File: src/sv/assert_macros.svh
// Assertion macros shared by the blur RTL.
`ifndef ASSERT_MACROS_SVH
`define ASSERT_MACROS_SVH
`ifndef ASSERT_OFF
`define ASSERT_IMPLY(lbl, clk, rstn, ante, cons) \
    lbl: assert property (@(posedge clk) disable iff (!rstn) (ante) |-> (cons)) \
        else $error("same-cycle check failed");
`define ASSERT_NEXT(lbl, clk, rstn, ante, cons) \
    lbl: assert property (@(posedge clk) disable iff (!rstn) (ante) |=> (cons)) \
        else $error("next-cycle check failed");
`else
`define ASSERT_IMPLY(lbl, clk, rstn, ante, cons)
`define ASSERT_NEXT(lbl, clk, rstn, ante, cons)
`endif
`endif

File: src/sv/bb3_pkg.sv
// Shared types, constants and the reciprocal table of the 3x3 box blur.
`default_nettype none
package bb3_pkg;
    localparam int MAX_WIDTH  = 1024;
    localparam int MAX_HEIGHT = 4096;

    typedef enum logic [1:0] {
        RD_COL = 2'd0,
        RD_DM1 = 2'd1,
        RD_D0  = 2'd2,
        RD_DP1 = 2'd3
    } rd_src_t;

    localparam logic [1:0] CFG_WIDTH  = 2'd0;
    localparam logic [1:0] CFG_HEIGHT = 2'd1;

    typedef struct packed {
        logic    take;
        logic    rd_en;
        rd_src_t rd_src;
        logic    load;
        logic    acc_clr;
        logic    acc_add;
        logic [1:0] col_sel;
        logic    from_mem;
        logic    res_b;
        logic    mul;
        logic    put;
        logic    advance;
    } cmd_t;

    typedef struct packed {
        logic draining;
        logic r_ge1;
        logic c_ge1;
        logic c_ge2;
        logic c_last;
        logic d_ge1;
        logic d_last;
        logic out_free;
    } status_t;

    // ceil(2^16 / n); exact truncated quotient for sums below 8192
    function automatic logic [16:0] recip(input logic [3:0] n);
        logic [16:0] r;
        unique case (n)
            4'd1:    r = 17'd65536;
            4'd2:    r = 17'd32768;
            4'd3:    r = 17'd21846;
            4'd4:    r = 17'd16384;
            4'd5:    r = 17'd13108;
            4'd6:    r = 17'd10923;
            4'd7:    r = 17'd9363;
            4'd8:    r = 17'd8192;
            4'd9:    r = 17'd7282;
            default: r = 17'd0;
        endcase
        return r;
    endfunction
endpackage
`default_nettype wire

File: src/sv/bb3_ctrl.sv
// Sequencer: steps one pixel or drain item through load or read, accumulate, divide and output.
`default_nettype none
`include "assert_macros.svh"
module bb3_ctrl (
    input  wire logic             clk,
    input  wire logic             rst_n,
    input  wire logic             in_valid,
    output logic                  in_stall,
    input  wire logic             operation,
    input  wire logic             cfg_valid,
    output logic                  cfg_ready,
    input  wire bb3_pkg::status_t st,
    output bb3_pkg::cmd_t         cmd
);
    typedef enum logic [6:0] {
        ST_IDLE = 7'b0000001,
        ST_LOAD = 7'b0000010,
        ST_ACC  = 7'b0000100,
        ST_DRD  = 7'b0001000,
        ST_DACC = 7'b0010000,
        ST_MUL  = 7'b0100000,
        ST_PUT  = 7'b1000000
    } state_t;

    state_t     state_reg, state_next;
    logic [1:0] k_reg, k_next;
    logic       resb_reg, resb_next;
    logic       accept;

    // a pending register write goes first; hold the input meanwhile
    assign in_stall  = state_reg != ST_IDLE || cfg_valid;
    assign cfg_ready = state_reg == ST_IDLE;
    assign accept    = in_valid && !in_stall;

    always_comb
    begin
        state_next  = state_reg;
        k_next      = k_reg;
        resb_next   = resb_reg;
        cmd         = '0;
        cmd.rd_src  = bb3_pkg::RD_COL;
        cmd.col_sel = k_reg;
        cmd.res_b   = resb_reg;
        unique case (state_reg)
            ST_IDLE:
            begin
                if (accept)
                begin
                    // a pixel while draining, or a drain while receiving, is dropped
                    if (!operation && !st.draining)
                    begin
                        cmd.take   = 1'b1;
                        cmd.rd_en  = 1'b1;
                        state_next = ST_LOAD;
                    end
                    else if (operation && st.draining)
                    begin
                        cmd.acc_clr = 1'b1;
                        k_next      = st.d_ge1 ? 2'd0 : 2'd1;
                        state_next  = ST_DRD;
                    end
                end
            end
            ST_LOAD:
            begin
                cmd.load = 1'b1;
                if (st.r_ge1 && st.c_ge1)
                begin
                    cmd.acc_clr = 1'b1;
                    k_next      = st.c_ge2 ? 2'd0 : 2'd1;
                    resb_next   = 1'b0;
                    state_next  = ST_ACC;
                end
                else if (st.r_ge1 && st.c_last)
                begin
                    cmd.acc_clr = 1'b1;
                    k_next      = 2'd2;
                    resb_next   = 1'b1;
                    state_next  = ST_ACC;
                end
                else
                begin
                    cmd.advance = 1'b1;
                    state_next  = ST_IDLE;
                end
            end
            ST_ACC:
            begin
                cmd.acc_add = 1'b1;
                if (k_reg == 2'd2)
                    state_next = ST_MUL;
                else
                    k_next = k_reg + 2'd1;
            end
            ST_DRD:
            begin
                cmd.rd_en = 1'b1;
                unique case (k_reg)
                    2'd0:    cmd.rd_src = bb3_pkg::RD_DM1;
                    2'd1:    cmd.rd_src = bb3_pkg::RD_D0;
                    default: cmd.rd_src = bb3_pkg::RD_DP1;
                endcase
                state_next = ST_DACC;
            end
            ST_DACC:
            begin
                cmd.acc_add  = 1'b1;
                cmd.from_mem = 1'b1;
                if (k_reg == 2'd2 || (k_reg == 2'd1 && st.d_last))
                    state_next = ST_MUL;
                else
                begin
                    k_next     = k_reg + 2'd1;
                    state_next = ST_DRD;
                end
            end
            ST_MUL:
            begin
                cmd.mul    = 1'b1;
                state_next = ST_PUT;
            end
            ST_PUT:
            begin
                // hold until the output register is free
                if (st.out_free)
                begin
                    cmd.put = 1'b1;
                    if (!st.draining && !resb_reg && st.c_last)
                    begin
                        cmd.acc_clr = 1'b1;
                        k_next      = 2'd1;
                        resb_next   = 1'b1;
                        state_next  = ST_ACC;
                    end
                    else
                    begin
                        cmd.advance = 1'b1;
                        state_next  = ST_IDLE;
                    end
                end
            end
            default:
            begin
                state_next = ST_IDLE;
            end
        endcase
    end

    always_ff @(posedge clk or negedge rst_n)
    begin
        if (!rst_n)
        begin
            state_reg <= ST_IDLE;
            k_reg     <= 2'd0;
            resb_reg  <= 1'b0;
        end
        else
        begin
            state_reg <= state_next;
            k_reg     <= k_next;
            resb_reg  <= resb_next;
        end
    end

    `ASSERT_IMPLY(a_put_free, clk, rst_n, cmd.put, st.out_free)
    `ASSERT_NEXT(a_pix_load, clk, rst_n, accept && !operation && !st.draining,
                 state_reg == ST_LOAD)
    `ASSERT_NEXT(a_mul_put, clk, rst_n, state_reg == ST_MUL, state_reg == ST_PUT)
endmodule
`default_nettype wire

File: config.mk
export PLATFORM = sky130hd
export DESIGN_NAME = bb3_ctrl
export DESIGN_NICKNAME = d
export VERILOG_FILES = /design/src/sv/bb3_pkg.sv /design/src/sv/bb3_ctrl.sv
export VERILOG_INCLUDE_DIRS = /design/src /design/src/sv
export SDC_FILE = /design/constraint.sdc
export NUM_CORES = 1
export LEC_CHECK = 0
export CAP_MARGIN = 0
export CORE_MARGIN = 2
export CORE_UTILIZATION = 40
export DETAILED_ROUTE_END_ITERATION = 7
export DONT_BUFFER_PORTS = 1
export PLACE_DENSITY = 0.51
export SLEW_MARGIN = 20
export SYNTH_ARGS = -nofsm -noshare
export SYNTH_HDL_FRONTEND = slang
export SYNTH_SLANG_ARGS = --single-unit
File: constraint.sdc
create_clock -name clk -period 2.15 [get_ports clk]
set_input_delay 0 -clock clk [delete_from_list [all_inputs] [get_ports clk]]
set_output_delay 0 -clock clk [all_outputs]
set_load 0.05 [all_outputs]
==> results of run 1 <==
==> synthesized netlist by cell type, types with 2 or more instances <==
master	n	area share [%]
a21oi_1	3	1.9
a32oi_1	2	2.2
dfrtp_1	9	28
ha_1	4	6.3
inv_1	8	3.8
nand2_1	5	2.3
nand2b_1	2	1.6
nand4_1	2	1.6
nand4b_1	3	3.3
nor2_1	8	3.8
nor3_1	5	3.1
nor4_1	2	1.6
o21a_1	2	1.9
o21ai_0	4	2.5
o22a_1	2	2.2
xnor2_1	2	2.2
==> cells by family after synthesis <==
kind of cell | Yosys count | synth area share, %
simple gates | 40 | 30.8
fa+ha+maj | 4 | 6.26
buf+inv | 10 | 5.32
compound gates | 23 | 21.6
xor+xnor | 3 | 3.29
mux | 1 | 1.25
flops | 10 | 31.5
==> stage by stage <==
step	hold WS, ps	worst slack (ps)	cells	utilization (%)	total power [mW]
global route	1.77	10.6	141	56.4	0.597
CTS	0.650	12.0	141	55.4	0.567
finish	-12.4	109	141	56.4	0.562
floorplan	-296	68.5	91	-	0.339
global placement	-295	177	131	50.4	0.381
detailed placement	-295	112	131	50.4	0.381
==> layout make-up <==
class	instances	area share, %
multi-input cells	71	49.6
inverters	8	2.77
repair buffers	21	17.8
flip-flops and latches	10	23.4
clock buffers	4	3.34
well taps	27	3.11
==> report_power, final <==
group	leakage (nW)	internal, mW	switching [mW]
sequential	0.126	0.200	0.0148
combinational	0.332	0.0651	0.114
clock	0.0210	0.103	0.0659
total	0.479	0.368	0.194
==> per-layer routing <==
| layer | track usage, % | up-vias | wire length [um] |
|---|---|---|---|
| met1 | 25.3 | 373 | 1010 |
| met2 | 31.1 | 22 | 1090 |
| met4 | 4.76 | 0 | 22 |
| met3 | 6.79 | 4 | 115 |
| met5 | 0 | - | 0 |
| li1 | - | 392 | - |
==> worst reg2reg max path: stages (launching register included) <==
cell and delay (ps):
dfrtp_2 450, or4_4 580, or3_4 420, o221ai_2 110, nor4_1 100, a211o_1 280
==> what timing repair did <==
action | CTS | global route
hold endpoints to repair | 14 | 0
gates resized for setup | 0 | 6
hold buffers | 6 | 0
endpoints found under the setup margin | 0 | 4
==> final timing paths <==
| path | endpoint | depth (start not counted) | from | slack [ps] |
|---|---|---|---|---|
| worst max-delay path | k_reg[0] | 5 | state_reg[4] | 110 |
| max in group asynchronous | state_reg[0] | 1 | rst_n | 1640 |
| min in group asynchronous | resb_reg | 1 | rst_n | 130 |
| worst min-delay path | state_reg[2] | 2 | st[0] | -10 |
| worst min register to register | k_reg[1] | 2 | k_reg[1] | 660 |
| worst max register to register | k_reg[0] | 5 | state_reg[4] | 110 |
==> run metrics, run 1 <==
gr usage total between 10% and 20%; CP max stage cell or4_4; CORE AREA 1920 um2; Largest register FFs 7; total placed instance area between 900 and 1000 um2; Seq. cell area 254 um2; number of synthesized flops with an enable pin 0; setup TNS 0 ps; H-tree levels 1; cts bufs inserted 3; die span in x 48.7 um; cell-by-cell trace of the critical path or4_4, or3_4, o221ai_2, nor4_1, a211o_1; critical path launch point type register; critical path's largest stage delay 580 ps; wire per inst 15.8 um; asr flop ratio synth 100%; count of buffers from port buffering 0; Final Cell Area around 1100 um2; sequential element share of the synthesized area 31.5%; minimum hold slack -12.4 ps; CTS max path bufs 2; Cell Area, Synth 800 um2; distinct cell type count after synthesis 44; share of cells above drive strength 1 28.9%; kind of critical path reg -> reg; Buf/Inv on CP 0; Final Hold Viols 1; worst-margin pin slew 556 ps; remaining global-route overflow 0; I/O pins 29; fmax just under 0.5 GHz; clk sinks 10; Max FO, Critical Path 7; overall die area 2370 um2; status finished with violations; chip height 48.7 um; Antenna Cells 0; Starting Density 41.6%; Top Family by Delay on Critical Path simple AND/OR/NAND/NOR gates; NumNets Final around 130; CTS tree built; Total Wirelength 2230 um; FP Rows 16; filler instances roughly 190; drt via density 5.61; Min-Delay Path Class in -> reg; # setup viols final 0; Slew Limit Headroom 62.9%; synthesized flop and latch total 10; Worst-path clk slew about 80 ps; Post-Syn Nets approximately 110; number of DRC markers in iteration 0 24; Final Max Tran Viols 0; P&R area growth vs syn 35.7%; Critical Path End Type register; initial antenna violation count 0; Post-DP HPWL 1780 um; cell count after synthesis a little over 90; peak supply drop 0.399 mV; violated checks negative hold slack; Worst Clk Skew 17.3 ps; vias in the first global route 757; Final Wtd Congestion 0.849; multi-input gate area in the final layout 538 um2; Routed Antenna Nets 0; Final Cycle Share 94.9%; Yosys Warn Count 0; crit path time final 2040 ps; number of remaining DRC errors 0; Post-CTS Setup Inserts 0; largest net degree at the start of global routing 11; Pleak around 0.48 nW; worst-skew pair later-pin latency 270 ps; commonest non-fill, non-tap cell in the layout buf_4; DR vias just under 800; first-pass GRT wire length 3610 um; maxcap violations 0; Req. time, crit path about 2300 ps; Cell Pwr Density 518 nW/um2; Most used DFF post-synth dfrtp_1; commonest non-fill, non-tap cells in the layout buf_4, inv_1, nor2_1, dfrtp_1, dlygate4sd3_1; RSZ-0062 raised after global routing false; worst endpoint data arrival time 2200 ps; Mean Syn Cell Area around 8.8 um2; first-pass detailed-route iteration total 4; CTS root buffer clkbuf_4
(Power assumes the default switching activity.)
==> run 2: changes to the inputs <==
--- a/config.mk
+++ b/config.mk
@@ -11,7 +11,6 @@
 export CORE_UTILIZATION = 40
 export DETAILED_ROUTE_END_ITERATION = 7
 export DONT_BUFFER_PORTS = 1
-export PLACE_DENSITY = 0.51
 export SLEW_MARGIN = 20
 export SYNTH_ARGS = -nofsm -noshare
 export SYNTH_HDL_FRONTEND = slang
==> run metrics, run 2 (synthesis gave the netlist of run 1 again) <==
cts bufs inserted 3 (unchanged); Starting Density 41.6% (unchanged); CP max stage cell or4_4 (unchanged); Worst-path clk slew 70 ps (was 80 ps); P&R area growth vs syn 37.6% (was 35.7%); worst-skew pair later-pin latency 280 ps (was 270 ps); minimum hold slack 5.84 ps (was -12.4 ps); fmax 0.475 GHz (was 0.490 GHz); wire per inst 16.4 um (was 15.8 um); Post-DP HPWL 1730 um (was 1780 um); Total Wirelength 2360 um (was 2230 um); share of cells above drive strength 1 28.2% (was 28.9%); clk sinks 10 (unchanged); Worst Clk Skew 2.80 ps (was 17.3 ps); Req. time, crit path 2150 ps (was 2310 ps); total power 579 uW (was 562 uW); PnR worst setup slack 46.6 ps (was 109 ps); Cell Pwr Density 526 nW/um2 (was 518 nW/um2); Max FO, Critical Path 7 (unchanged); crit path time final 2100 ps (was 2040 ps); CTS tree built (unchanged); # setup viols final 0 (unchanged); drt via density 5.84 (was 5.61); Pleak 0.494 nW (was 0.479 nW); first-pass GRT wire length 3660 um (was 3610 um); H-tree levels 1 (unchanged); overall die area 2370 um2 (unchanged); hold path depth 3 (was 2); Routed Antenna Nets 0 (unchanged); Layout Cells excl Fill 144 (was 141); Min-Delay Path Class in -> reg (unchanged); Slew Limit Headroom 66.2% (was 62.9%); gr usage total 20.3% (was 19.5%); number of remaining DRC errors 0 (unchanged); critical path launch point type register (unchanged); total placed instance area 976 um2 (was 968 um2); CORE AREA 1920 um2 (unchanged); CTS max path bufs 2 (unchanged); Final Cell Area 1100 um2 (was 1080 um2); worst-margin pin slew 505 ps (was 556 ps); setup TNS 0 ps (unchanged); Final Max Tran Viols 0 (unchanged); status finished, final reports clean (was finished with violations); number of DRC markers in iteration 0 48 (was 24); worst endpoint data arrival time 2100 ps (was 2200 ps); Placed Cells 132 (was 131); initial antenna violation count 0 (unchanged); critical path's largest stage delay 600 ps (was 580 ps); die span in x 48.7 um (unchanged); worst reg2reg path depth 5 (unchanged); RSZ-0062 raised after global routing false (unchanged); chip height 48.7 um (unchanged); Critical Path End Type output pin (was register); DR vias 841 (was 791); commonest non-fill, non-tap cells in the layout buf_4, dfrtp_1, inv_1, nor2_1, dlygate4sd3_1 (was buf_4, inv_1, nor2_1, dfrtp_1, dlygate4sd3_1); Largest register FFs 7 (unchanged); cell-by-cell trace of the critical path or4_4, nor2_4, buf_4, a32oi_1, o21ai_4 (was or4_4, or3_4, o221ai_2, nor4_1, a211o_1); peak supply drop 0.317 mV (was 0.399 mV); CTS root buffer clkbuf_4 (unchanged); Setup WS pre-CTS 117 ps (was 112 ps); Finished Core Util 57.2% (was 56.4%); maxcap violations 0 (unchanged); commonest non-fill, non-tap cell in the layout buf_4 (unchanged); FP Rows 16 (unchanged); first-pass detailed-route iteration total 4 (unchanged); remaining global-route overflow 0 (unchanged); NumNets Final 135 (was 132); largest net degree at the start of global routing 11 (unchanged); I/O pins 29 (unchanged); Antenna Cells 0 (unchanged); Final Wtd Congestion 0.858 (was 0.849); vias in the first global route 756 (was 757); kind of critical path reg -> out (was reg -> reg); Final Cycle Share 97.8% (was 94.9%); Final Hold Viols 0 (was 1); count of buffers from port buffering 0 (unchanged)
run 2: layout make-up:
class / count / area, um2
repair buffers: 24 / 208
inverters: 8 / 30.0
flip-flops and latches: 10 / 251
clock buffers: 4 / 36.3
multi-input cells: 71 / 541
well taps: 27 / 33.8
fillers: 183 / 822
run 2: repair_timing:
item	CTS	global route
resized for setup	0	2
buffers inserted	0	2
hold endpoints to repair	15	0
hold buffers	6	0
endpoints found under the setup margin	0	4
run 2: routing by layer:
metal	GRT usage (%)	vias to the layer above	wire, um
li1	-	398	-
met1	27.7	389	972
met2	31.3	49	1150
met3	3.09	5	197
met4	10.0	0	38
met5	0	-	0
run 2: path summary, 6_finish.rpt:
check / from / endpoint / slack, ps
max: state_reg[4] / cmd[8] / 50
min: st[7] / state_reg[0] / 6
max reg2reg: state_reg[4] / k_reg[0] / 80
min reg2reg: k_reg[1] / k_reg[1] / 650
max in group asynchronous: rst_n / state_reg[0] / 1680
min in group asynchronous: rst_n / k_reg[1] / 120
run 2: critical path: cells and delay by family, from the launching register on:
kind                   cells  cell delay (ps)
AOI/OAI and AO/OA          2              400
buffers and inverters      1              230
DFF                        1              450
and+or+nand+nor            2              750
run 2: power breakdown:
| part | switching [mW] | total [mW] | internal [mW] |
|---|---|---|---|
| Clock | 0.0755 | 0.179 | 0.103 |
| Combinational | 0.120 | 0.188 | 0.0677 |
| Sequential | 0.0123 | 0.212 | 0.200 |
| Total | 0.208 | 0.579 | 0.371 |
